File: src/hw/rtl/ypfc_pkg.sv
// ----------------------------------------------------------------------------
// ypfc_pkg
// Shared constants and the CORDIC arctangent table for the fly camera block.
// ----------------------------------------------------------------------------
package ypfc_pkg;

    // Angles in degrees with 8 fraction bits.
    localparam logic signed [17:0] HALF_TURN_Q8 = 18'sd46080;
    localparam logic signed [18:0] FULL_TURN_Q8 = 19'sd92160;

    // CORDIC angles in degrees with 16 fraction bits.
    localparam logic signed [25:0] RIGHT_ANGLE_Q16 = 26'sd5898240;
    localparam logic signed [25:0] HALF_TURN_Q16   = 26'sd11796480;

    // CORDIC start vector, Q.30.
    localparam logic signed [33:0] CORDIC_GAIN_Q30 = 34'sd652032874;

    localparam logic signed [15:0] ONE_Q14 = 16'sd16384;

    // Reset values of the configuration registers.
    localparam logic [14:0] MAX_PITCH_RESET  = 15'd22784;
    localparam logic [15:0] MOVE_SPEED_RESET = 16'd2560;

    // Register indexes.
    localparam logic REG_MAX_PITCH  = 1'b0;
    localparam logic REG_MOVE_SPEED = 1'b1;

    // Arctangent of 2^-i in degrees Q.16, rounded to nearest.
    function automatic logic [21:0] ypfc_atan(input logic [4:0] idx);
        logic [21:0] r;
        case (idx)
            5'd0:  r = 22'd2949120;
            5'd1:  r = 22'd1740967;
            5'd2:  r = 22'd919879;
            5'd3:  r = 22'd466945;
            5'd4:  r = 22'd234379;
            5'd5:  r = 22'd117304;
            5'd6:  r = 22'd58666;
            5'd7:  r = 22'd29335;
            5'd8:  r = 22'd14668;
            5'd9:  r = 22'd7334;
            5'd10: r = 22'd3667;
            5'd11: r = 22'd1833;
            5'd12: r = 22'd917;
            5'd13: r = 22'd458;
            5'd14: r = 22'd229;
            5'd15: r = 22'd115;
            5'd16: r = 22'd57;
            5'd17: r = 22'd29;
            5'd18: r = 22'd14;
            5'd19: r = 22'd7;
            5'd20: r = 22'd4;
            5'd21: r = 22'd2;
            5'd22: r = 22'd1;
            default: r = 22'd0;
        endcase
        return r;
    endfunction

endpackage

File: src/hw/rtl/yaw_pitch_fly_camera_update_top.sv
// ----------------------------------------------------------------------------
// yaw_pitch_fly_camera_update_top
// Yaw/pitch free-fly camera: angle update, rotation matrix and position move.
// ----------------------------------------------------------------------------
// Each input transaction updates the stored yaw (wrapped into [-180, 180)
// degrees) and pitch (clamped to +-max_pitch), forms R = Rz(yaw) * Ry(pitch)
// in Q1.14 and moves the stored Q16.16 position along the forward, side and
// up columns of R, saturating at the position range. A transaction runs from
// its accept to its result through the angle update, the shared CORDIC stage
// for each of the two angles in turn, 17 multiplications on the one shared
// 18 x 35 multiplier, and the load of the output register. The input is not
// ready while a transaction is in work and is taken again in the cycle after
// the result is loaded. The finished result sits in an output register, so a
// new input transaction is taken while the previous result still waits.
// Configuration registers are to be written over the APB port only while
// idle; the block itself does not enforce this.
module yaw_pitch_fly_camera_update_top #(
    parameter int CORDIC_ITERATIONS = 16,
    parameter int POSITION_BITS     = 32
) (
    input  logic               aclk,
    input  logic               aresetn,
    // Configuration port.
    input  logic               psel,
    input  logic               penable,
    input  logic               pwrite,
    input  logic [2:0]         paddr,
    input  logic [31:0]        pwdata,
    output logic [31:0]        prdata,
    output logic               pready,
    // Input channel.
    input  logic               s_valid,
    output logic               s_ready,
    input  logic signed [16:0] s_yaw_step,
    input  logic signed [16:0] s_pitch_step,
    input  logic [15:0]        s_ahead_amount,
    input  logic [15:0]        s_back_amount,
    input  logic [15:0]        s_leftward_amount,
    input  logic [15:0]        s_rightward_amount,
    input  logic [15:0]        s_upward_amount,
    input  logic [15:0]        s_downward_amount,
    input  logic [16:0]        s_time_step,
    // Result channel.
    output logic               m_valid,
    input  logic               m_ready,
    output logic signed [15:0] m_m00,
    output logic signed [15:0] m_m01,
    output logic signed [15:0] m_m02,
    output logic signed [15:0] m_m10,
    output logic signed [15:0] m_m11,
    output logic signed [15:0] m_m12,
    output logic signed [15:0] m_m20,
    output logic               m_m21,
    output logic signed [15:0] m_m22,
    output logic signed [31:0] m_pos_x,
    output logic signed [31:0] m_pos_y,
    output logic signed [31:0] m_pos_z
);
    import ypfc_pkg::*;

    localparam int CW = $clog2(CORDIC_ITERATIONS);
    localparam int RW = ((POSITION_BITS > 34) ? POSITION_BITS : 34) + 1;
    localparam logic [CW-1:0] ITER_LAST = CW'(CORDIC_ITERATIONS - 1);

    // Sequencer states.
    localparam logic [2:0] S_IDLE  = 3'd0;
    localparam logic [2:0] S_ANG   = 3'd1;
    localparam logic [2:0] S_CLOAD = 3'd2;
    localparam logic [2:0] S_CITER = 3'd3;
    localparam logic [2:0] S_CPOST = 3'd4;
    localparam logic [2:0] S_MUL   = 3'd5;
    localparam logic [2:0] S_DONE  = 3'd6;

    // Multiplier schedule.
    localparam logic [4:0] MS_TSPEED = 5'd4;
    localparam logic [4:0] MS_TF     = 5'd5;
    localparam logic [4:0] MS_TU     = 5'd7;
    localparam logic [4:0] MS_LAST   = 5'd16;

    logic [2:0] state_reg, state_next;

    // Configuration registers and the APB port.
    logic [14:0] max_pitch_reg;
    logic [15:0] move_speed_reg;
    logic        cfg_wr;

    assign pready = 1'b1;
    assign cfg_wr = psel && penable && pwrite;
    assign prdata = (paddr[2] == REG_MOVE_SPEED) ? {16'd0, move_speed_reg}
                                                 : {17'd0, max_pitch_reg};

    always_ff @(posedge aclk) begin
        if (!aresetn) begin
            max_pitch_reg  <= MAX_PITCH_RESET;
            move_speed_reg <= MOVE_SPEED_RESET;
        end else if (cfg_wr) begin
            if (paddr[2] == REG_MAX_PITCH) begin
                max_pitch_reg <= pwdata[14:0];
            end else begin
                move_speed_reg <= pwdata[15:0];
            end
        end
    end

    // Latched input transaction.
    logic signed [16:0] yaw_step_reg, pitch_step_reg;
    logic signed [16:0] d_fwd_reg, d_side_reg, d_up_reg;
    logic [16:0]        time_reg;

    // Camera state.
    logic signed [16:0] yaw_reg, pitch_reg;
    logic signed [POSITION_BITS-1:0] px_reg, py_reg, pz_reg;

    // CORDIC datapath.
    logic signed [33:0] x_reg, y_reg;
    logic signed [25:0] z_reg;
    logic [CW-1:0]      iter_reg;
    logic               flip_reg;
    logic               sel_pitch_reg;
    logic signed [15:0] sy_reg, cy_reg, sp_reg, cp_reg;

    // Multiplier datapath.
    logic [4:0]         mstep_reg;
    logic               mphase_reg;
    logic signed [17:0] mul_a;
    logic signed [34:0] mul_b;
    logic signed [52:0] prod_reg;
    logic signed [34:0] tspeed_reg;
    logic signed [27:0] tf_reg, ts_reg, tu_reg;
    logic signed [47:0] acc_reg;
    logic signed [15:0] m00_reg, m02_reg, m10_reg, m12_reg;

    // Angle update: one wrap correction covers the whole step range.
    logic signed [18:0] yaw_sum, yaw_wrap, pitch_dif, lim_pos, lim_neg, pitch_clamp;

    always_comb begin
        yaw_sum = 19'(yaw_reg) + 19'(yaw_step_reg);
        if (yaw_sum >= 19'(HALF_TURN_Q8)) begin
            yaw_wrap = yaw_sum - FULL_TURN_Q8;
        end else if (yaw_sum < -19'(HALF_TURN_Q8)) begin
            yaw_wrap = yaw_sum + FULL_TURN_Q8;
        end else begin
            yaw_wrap = yaw_sum;
        end
        lim_pos   = $signed({4'd0, max_pitch_reg});
        lim_neg   = -lim_pos;
        pitch_dif = 19'(pitch_reg) - 19'(pitch_step_reg);
        if (pitch_dif > lim_pos) begin
            pitch_clamp = lim_pos;
        end else if (pitch_dif < lim_neg) begin
            pitch_clamp = lim_neg;
        end else begin
            pitch_clamp = pitch_dif;
        end
    end

    // CORDIC load with folding beyond +-90 degrees, and one rotation step.
    logic signed [16:0] angle_sel;
    logic signed [25:0] z_load;
    logic signed [33:0] dx, dy;
    logic signed [25:0] atan_val;
    logic signed [33:0] vx, vy;

    function automatic logic signed [15:0] to_q14(input logic signed [33:0] v);
        logic signed [17:0] t;
        logic signed [15:0] r;
        t = 18'((v + 34'sd32768) >>> 16);
        if (t > 18'(ONE_Q14)) begin
            r = ONE_Q14;
        end else if (t < -18'(ONE_Q14)) begin
            r = -ONE_Q14;
        end else begin
            r = 16'(t);
        end
        return r;
    endfunction

    always_comb begin
        angle_sel = sel_pitch_reg ? pitch_reg : yaw_reg;
        z_load    = {{1{angle_sel[16]}}, angle_sel, 8'd0};
        dx        = y_reg >>> iter_reg;
        dy        = x_reg >>> iter_reg;
        atan_val  = $signed({4'd0, ypfc_atan(5'(iter_reg))});
        vx        = flip_reg ? -x_reg : x_reg;
        vy        = flip_reg ? -y_reg : y_reg;
    end

    // Operand selection for the shared multiplier.
    logic signed [16:0] entry;
    logic signed [27:0] trav;

    always_comb begin
        case (mstep_reg)
            5'd8:    entry = 17'(m00_reg);
            5'd9:    entry = -17'(sy_reg);
            5'd10:   entry = 17'(m02_reg);
            5'd11:   entry = 17'(m10_reg);
            5'd12:   entry = 17'(cy_reg);
            5'd13:   entry = 17'(m12_reg);
            5'd14:   entry = -17'(sp_reg);
            5'd16:   entry = 17'(cp_reg);
            default: entry = 17'sd0;
        endcase
        case (mstep_reg)
            5'd8, 5'd11, 5'd14: trav = tf_reg;
            5'd9, 5'd12, 5'd15: trav = ts_reg;
            default:            trav = tu_reg;
        endcase
        case (mstep_reg)
            5'd0: begin
                mul_a = 18'(cy_reg);
                mul_b = 35'(cp_reg);
            end
            5'd1: begin
                mul_a = 18'(cy_reg);
                mul_b = 35'(sp_reg);
            end
            5'd2: begin
                mul_a = 18'(sy_reg);
                mul_b = 35'(cp_reg);
            end
            5'd3: begin
                mul_a = 18'(sy_reg);
                mul_b = 35'(sp_reg);
            end
            5'd4: begin
                mul_a = $signed({1'b0, time_reg});
                mul_b = $signed({19'd0, move_speed_reg});
            end
            5'd5: begin
                mul_a = 18'(d_fwd_reg);
                mul_b = tspeed_reg;
            end
            5'd6: begin
                mul_a = 18'(d_side_reg);
                mul_b = tspeed_reg;
            end
            5'd7: begin
                mul_a = 18'(d_up_reg);
                mul_b = tspeed_reg;
            end
            default: begin
                mul_a = 18'(entry);
                mul_b = 35'(trav);
            end
        endcase
    end

    // Result shaping of the registered product.
    logic signed [15:0] prod_q14;
    logic signed [27:0] prod_trav;
    logic signed [47:0] row_sum;
    logic signed [RW-1:0] pos_old, pos_new, pos_hi, pos_lo;
    logic signed [POSITION_BITS-1:0] pos_sat;
    logic               row_first, row_last;
    logic [1:0]         row;

    always_comb begin
        prod_q14  = 16'((prod_reg + 53'sd8192) >>> 14);
        prod_trav = 28'((prod_reg + 53'sd4194304) >>> 23);
        row_first = (mstep_reg == 5'd8) || (mstep_reg == 5'd11) || (mstep_reg == 5'd14);
        row_last  = (mstep_reg == 5'd10) || (mstep_reg == 5'd13) || (mstep_reg == 5'd16);
        row       = (mstep_reg <= 5'd10) ? 2'd0 : ((mstep_reg <= 5'd13) ? 2'd1 : 2'd2);
        row_sum   = (row_first ? 48'sd0 : acc_reg) + 48'(prod_reg);
        case (row)
            2'd0:    pos_old = RW'(px_reg);
            2'd1:    pos_old = RW'(py_reg);
            default: pos_old = RW'(pz_reg);
        endcase
        pos_hi  = (RW'(1) <<< (POSITION_BITS - 1)) - RW'(1);
        pos_lo  = -pos_hi - RW'(1);
        pos_new = pos_old + RW'((row_sum + 48'sd8192) >>> 14);
        if (pos_new > pos_hi) begin
            pos_sat = POSITION_BITS'(pos_hi);
        end else if (pos_new < pos_lo) begin
            pos_sat = POSITION_BITS'(pos_lo);
        end else begin
            pos_sat = POSITION_BITS'(pos_new);
        end
    end

    // Sequencer.
    logic out_free;
    assign s_ready  = (state_reg == S_IDLE);
    assign out_free = !m_valid || m_ready;

    always_comb begin
        state_next = state_reg;
        case (state_reg)
            S_IDLE:  if (s_valid) state_next = S_ANG;
            S_ANG:   state_next = S_CLOAD;
            S_CLOAD: state_next = S_CITER;
            S_CITER: if (iter_reg == ITER_LAST) state_next = S_CPOST;
            S_CPOST: state_next = sel_pitch_reg ? S_MUL : S_CLOAD;
            S_MUL:   if (mphase_reg && mstep_reg == MS_LAST) state_next = S_DONE;
            S_DONE:  if (out_free) state_next = S_IDLE;
            default: state_next = S_IDLE;
        endcase
    end

    always_ff @(posedge aclk) begin
        if (!aresetn) begin
            state_reg     <= S_IDLE;
            yaw_reg       <= '0;
            pitch_reg     <= '0;
            px_reg        <= '0;
            py_reg        <= '0;
            pz_reg        <= '0;
            sel_pitch_reg <= 1'b0;
            iter_reg      <= '0;
            mstep_reg     <= '0;
            mphase_reg    <= 1'b0;
            m_valid       <= 1'b0;
        end else begin
            state_reg <= state_next;
            // A new result replaces the old one in the same cycle it leaves.
            if (state_reg == S_DONE && out_free) begin
                m_valid <= 1'b1;
            end else if (m_ready) begin
                m_valid <= 1'b0;
            end
            case (state_reg)
                S_IDLE: begin
                    if (s_valid) begin
                        yaw_step_reg   <= s_yaw_step;
                        pitch_step_reg <= s_pitch_step;
                        d_fwd_reg      <= $signed({1'b0, s_ahead_amount})
                                          - $signed({1'b0, s_back_amount});
                        d_side_reg     <= $signed({1'b0, s_leftward_amount})
                                          - $signed({1'b0, s_rightward_amount});
                        d_up_reg       <= $signed({1'b0, s_upward_amount})
                                          - $signed({1'b0, s_downward_amount});
                        time_reg       <= s_time_step;
                    end
                end
                S_ANG: begin
                    yaw_reg       <= 17'(yaw_wrap);
                    pitch_reg     <= 17'(pitch_clamp);
                    sel_pitch_reg <= 1'b0;
                end
                S_CLOAD: begin
                    x_reg    <= CORDIC_GAIN_Q30;
                    y_reg    <= '0;
                    iter_reg <= '0;
                    if (z_load > RIGHT_ANGLE_Q16) begin
                        z_reg    <= z_load - HALF_TURN_Q16;
                        flip_reg <= 1'b1;
                    end else if (z_load < -RIGHT_ANGLE_Q16) begin
                        z_reg    <= z_load + HALF_TURN_Q16;
                        flip_reg <= 1'b1;
                    end else begin
                        z_reg    <= z_load;
                        flip_reg <= 1'b0;
                    end
                end
                S_CITER: begin
                    if (!z_reg[25]) begin
                        x_reg <= x_reg - dx;
                        y_reg <= y_reg + dy;
                        z_reg <= z_reg - atan_val;
                    end else begin
                        x_reg <= x_reg + dx;
                        y_reg <= y_reg - dy;
                        z_reg <= z_reg + atan_val;
                    end
                    iter_reg <= iter_reg + CW'(1);
                end
                S_CPOST: begin
                    if (sel_pitch_reg) begin
                        sp_reg <= to_q14(vy);
                        cp_reg <= to_q14(vx);
                    end else begin
                        sy_reg <= to_q14(vy);
                        cy_reg <= to_q14(vx);
                    end
                    sel_pitch_reg <= 1'b1;
                    mstep_reg     <= '0;
                    mphase_reg    <= 1'b0;
                end
                S_MUL: begin
                    mphase_reg <= !mphase_reg;
                    if (!mphase_reg) begin
                        prod_reg <= mul_a * mul_b;
                    end else begin
                        mstep_reg <= mstep_reg + 5'd1;
                        case (mstep_reg)
                            5'd0: m00_reg <= prod_q14;
                            5'd1: m02_reg <= prod_q14;
                            5'd2: m10_reg <= prod_q14;
                            5'd3: m12_reg <= prod_q14;
                            MS_TSPEED: tspeed_reg <= 35'(prod_reg);
                            MS_TF: tf_reg <= prod_trav;
                            5'd6:  ts_reg <= prod_trav;
                            MS_TU: tu_reg <= prod_trav;
                            default: begin
                                acc_reg <= row_sum;
                                if (row_last) begin
                                    case (row)
                                        2'd0:    px_reg <= pos_sat;
                                        2'd1:    py_reg <= pos_sat;
                                        default: pz_reg <= pos_sat;
                                    endcase
                                end
                            end
                        endcase
                    end
                end
                S_DONE: begin
                    if (out_free) begin
                        m_m00   <= m00_reg;
                        m_m01   <= -sy_reg;
                        m_m02   <= m02_reg;
                        m_m10   <= m10_reg;
                        m_m11   <= cy_reg;
                        m_m12   <= m12_reg;
                        m_m20   <= -sp_reg;
                        m_m22   <= cp_reg;
                        m_pos_x <= 32'(RW'(px_reg));
                        m_pos_y <= 32'(RW'(py_reg));
                        m_pos_z <= 32'(RW'(pz_reg));
                    end
                end
                default: begin
                end
            endcase
        end
    end

    assign m_m21 = 1'b0;

endmodule

File: config.mk
export PLATFORM = sky130hd
export DESIGN_NAME = yaw_pitch_fly_camera_update_top
export DESIGN_NICKNAME = d
export VERILOG_FILES = /design/src/hw/rtl/ypfc_pkg.sv /design/src/hw/rtl/yaw_pitch_fly_camera_update_top.sv
export SDC_FILE = /design/constraint.sdc
export NUM_CORES = 2
export LEC_CHECK = 0
export BUFFER_PORTS_ARGS = -buffer_cell sky130_fd_sc_hd__clkbuf_2
export CORE_UTILIZATION = 50
export DETAILED_ROUTE_END_ITERATION = 10
export PLACE_DENSITY = 0.79
export REMOVE_ABC_BUFFERS = 1
export SLEW_MARGIN = 20
export SYNTH_ARGS = -nofsm -noshare
export SYNTH_HDL_FRONTEND = slang
export SYNTH_SLANG_ARGS = --single-unit
File: constraint.sdc
create_clock -name aclk -period 39.8 [get_ports aclk]
set_clock_uncertainty 0.1 [all_clocks]
set_input_delay 7.96 -clock aclk [delete_from_list [all_inputs] [get_ports aclk]]
set_output_delay 7.96 -clock aclk [all_outputs]
set_load 0.005 [all_outputs]
==> flow_summary.yaml <==
synthesis:
  synth.cell_area_mm2: 0.0777
  synth_seq_cells: 965
  syn_avg_cell_area_um2: 9.73
  synth_top_area_frac: 0.296
  synth.yosys.seq_area_share: 0.347
  synth_warnings: 0
  synth_cell_types: 103
  synth_edf_count: 767
  yosys_most_used_dff: "edfxtp_1"
  synthCells: 7989
  synthArstFlopShare: 0
  synth_most_common_cell: "nand2_1"
  ys_top_cells_by_area: "edfxtp_1 30%, fa_1 15%, ha_1 7.1%"
  synth_top_area_cell: "edfxtp_1"
  synth_common_cells: "992 x nand2_1, 879 x inv_1, 767 x edfxtp_1, 597 x fa_1, 558 x nor2_1"
clock_tree:
  cts.sinks: 965
  cts_buffer_depth: 3
  post_cts_buffers: 0
  ctsHoldBuffers: 0
  path_clk_slew_ns: 0.07
  clockRootBuffer: "clkbuf_16"
  htree_levels: 3
  postCtsResizedCells: 0
  cts_tree: "done"
  clk_latency_ns: 0.75
  numCtsBuffers: 97
grt:
  overflow: 0
  grt_usage: 0.303
  antenna_found_initial: 14
  grt_pass1_vias: 61800
  grt_pass1_wl_um: 367000
  grt_max_degree: 77
power:
  ir_drop_uv: 43.0
  p_total_uw: 3190
  p_leak_uw: 0.0359
  p_per_area_mw_per_mm2: 37.5
place:
  port_buffers: 412
  dp_hpwl_um: 183000
  dpl.cell_count: 10200
  gp_congestion: 1.00
sta:
  finalSetupViolCount: 0
  whs_ns: 0.334
  slew_violations: 0
  fin_crit_ns: 17.11
  fin_tns_setup_ns: 0
  worst_slew_pin_slew_ns: 1.15
  slew_headroom: 0.236
  max_freq_mhz: 58.5
  fin_crit_sh: 0.430
  rsz0062_at_grt: "false"
  final_hold_viol_count: 0
route:
  drtIter0Drc: 7906
  wl_per_cell_um: 23.1
  vias: 62800
  drcViolationCount: 254
  antenna_left: 0
  drt_wl_total_um: 240000
  vias_per_cell: 6.05
  dr.pass1.iters: 11
critical_path:
  critPathTopFamily: "buffers and inverters"
  cp_max_fo: 34
  crit_arrival_ns: 9.05
  cp-end-kind: "output pin"
  crit_top_cell: "clkbuf_2"
  cp.required_ns: 31.74
  path_cells: "clkbuf_2, o21ai_0, clkbuf_2"
  path_class: "primary input to output pin"
  startpoint_type: "primary input"
  crit_slowest_cell: "o21ai_0"
  crit_buf_inv: 2
  max_stage_delay_ns: 0.52
finish:
  nets: 9479
  post_layout_nonfiller_instances: 10400
  largest_register_ffs: 51
  area_growth_pct: 9.69
  drive_gt1_frac: 0.104
outcome:
  violations: "design-rule violations"
  outcome: "finished with violations"
run:
  max-cap-violations: 0
floorplan:
  rows: 144
  die_y_um: 396
  core_mm2: 0.154
  fp.dieW_um: 396
  io_pins: 449
  initial_core_util: 0.504
  die_area_mm2: 0.157
hold_path:
  hold_class: "register to register"
## cell type report
class | count | area (um2)
inverter | 881 | 3310
antenna | 11 | 27.5
tap | 2044 | 2560
multi-input combinational | 5776 | 46100
fill | 13200 | 68900
clock buffer | 119 | 2630
sequential | 965 | 27000
clock inverter | 61 | 643
timing repair buffer | 533 | 2980
## metal layers
| layer | vias to the layer above | track usage | part of all wire |
|---|---|---|---|
| met5 | - | 0 | 0.00011 |
| met2 | 3594 | 0.469 | 0.45 |
| met1 | 30700 | 0.408 | 0.39 |
| li1 | 28000 | - | - |
| met3 | 540 | 0.0649 | 0.11 |
| met4 | 4 | 0.139 | 0.048 |
## path summary, 6_finish.rpt
check                             startpoint           end  slack [ns]  cells past startpoint
worst min register to register    px_reg[30]   m_pos_x[30]        0.33                      0
worst max register to register  mstep_reg[0]  prod_reg[50]       28.29                     35
worst max-delay path                paddr[2]     prdata[2]       22.69                      3
worst min-delay path              px_reg[30]   m_pos_x[30]        0.33                      0
## cells by family (layout without fill, tap and decap cells)
kind of cell	count (synthesis)	after routing	share of synthesized area
adders and majority gates	1036	1036	0.224
buffers and inverters	1264	1594	0.0629
xor gates and xnor gates	509	509	0.0573
AOI/OAI and AO/OA	1586	1586	0.131
DFF	965	965	0.347
muxes	147	147	0.0295
other	2	29	0.0000966
and+or+nand+nor	2480	2480	0.147
## power by group
group / switching, uW / total [uW] / internal [uW]
combinational: 617 / 1060 / 445
sequential: 34.9 / 1180 / 1140
clock: 425 / 954 / 529
## metrics by stage
stage / area, um2 / worst slack [ns] / util
2_1_floorplan: 76200 / 15.47 / -
3_3_place_gp: 82000 / 22.78 / 0.531
3_5_place_dp: 82000 / 22.74 / 0.532
4_1_cts: 85300 / 22.74 / 0.553
5_1_grt: 85300 / 22.67 / 0.553
6_report: 85300 / 22.69 / 0.553
## worst register-to-register path: cells and delay by family, from the launching register on
kind | cells | cell delay, ns
DFF | 1 | 0.43
xor gates and xnor gates | 1 | 0.13
adders and majority gates | 8 | 3.87
AOI/OAI and AO/OA | 13 | 3.22
and+or+nand+nor | 5 | 1.93
buffers and inverters | 8 | 1.54
## placed cells by master (no fill, tap or decap), types with 68 or more instances in the layout
cell type / count
a21oi_1: 453
o21ai_0: 286
dfxtp_1: 194
a21o_1: 119
ha_1: 439
a211oi_1: 89
nand2b_1: 102
xor2_1: 191
clkbuf_2: 411
xnor2_1: 318
buf_4: 120
a31oi_1: 68
nor2_1: 551
nand3_1: 139
clkbuf_16: 99
edfxtp_1: 767
and3_1: 74
nor3_1: 105
inv_1: 878
fa_1: 597
and2_1: 138
nor2b_1: 132
nand2_1: 991
Note: power is estimated with default switching activity, not from simulation.
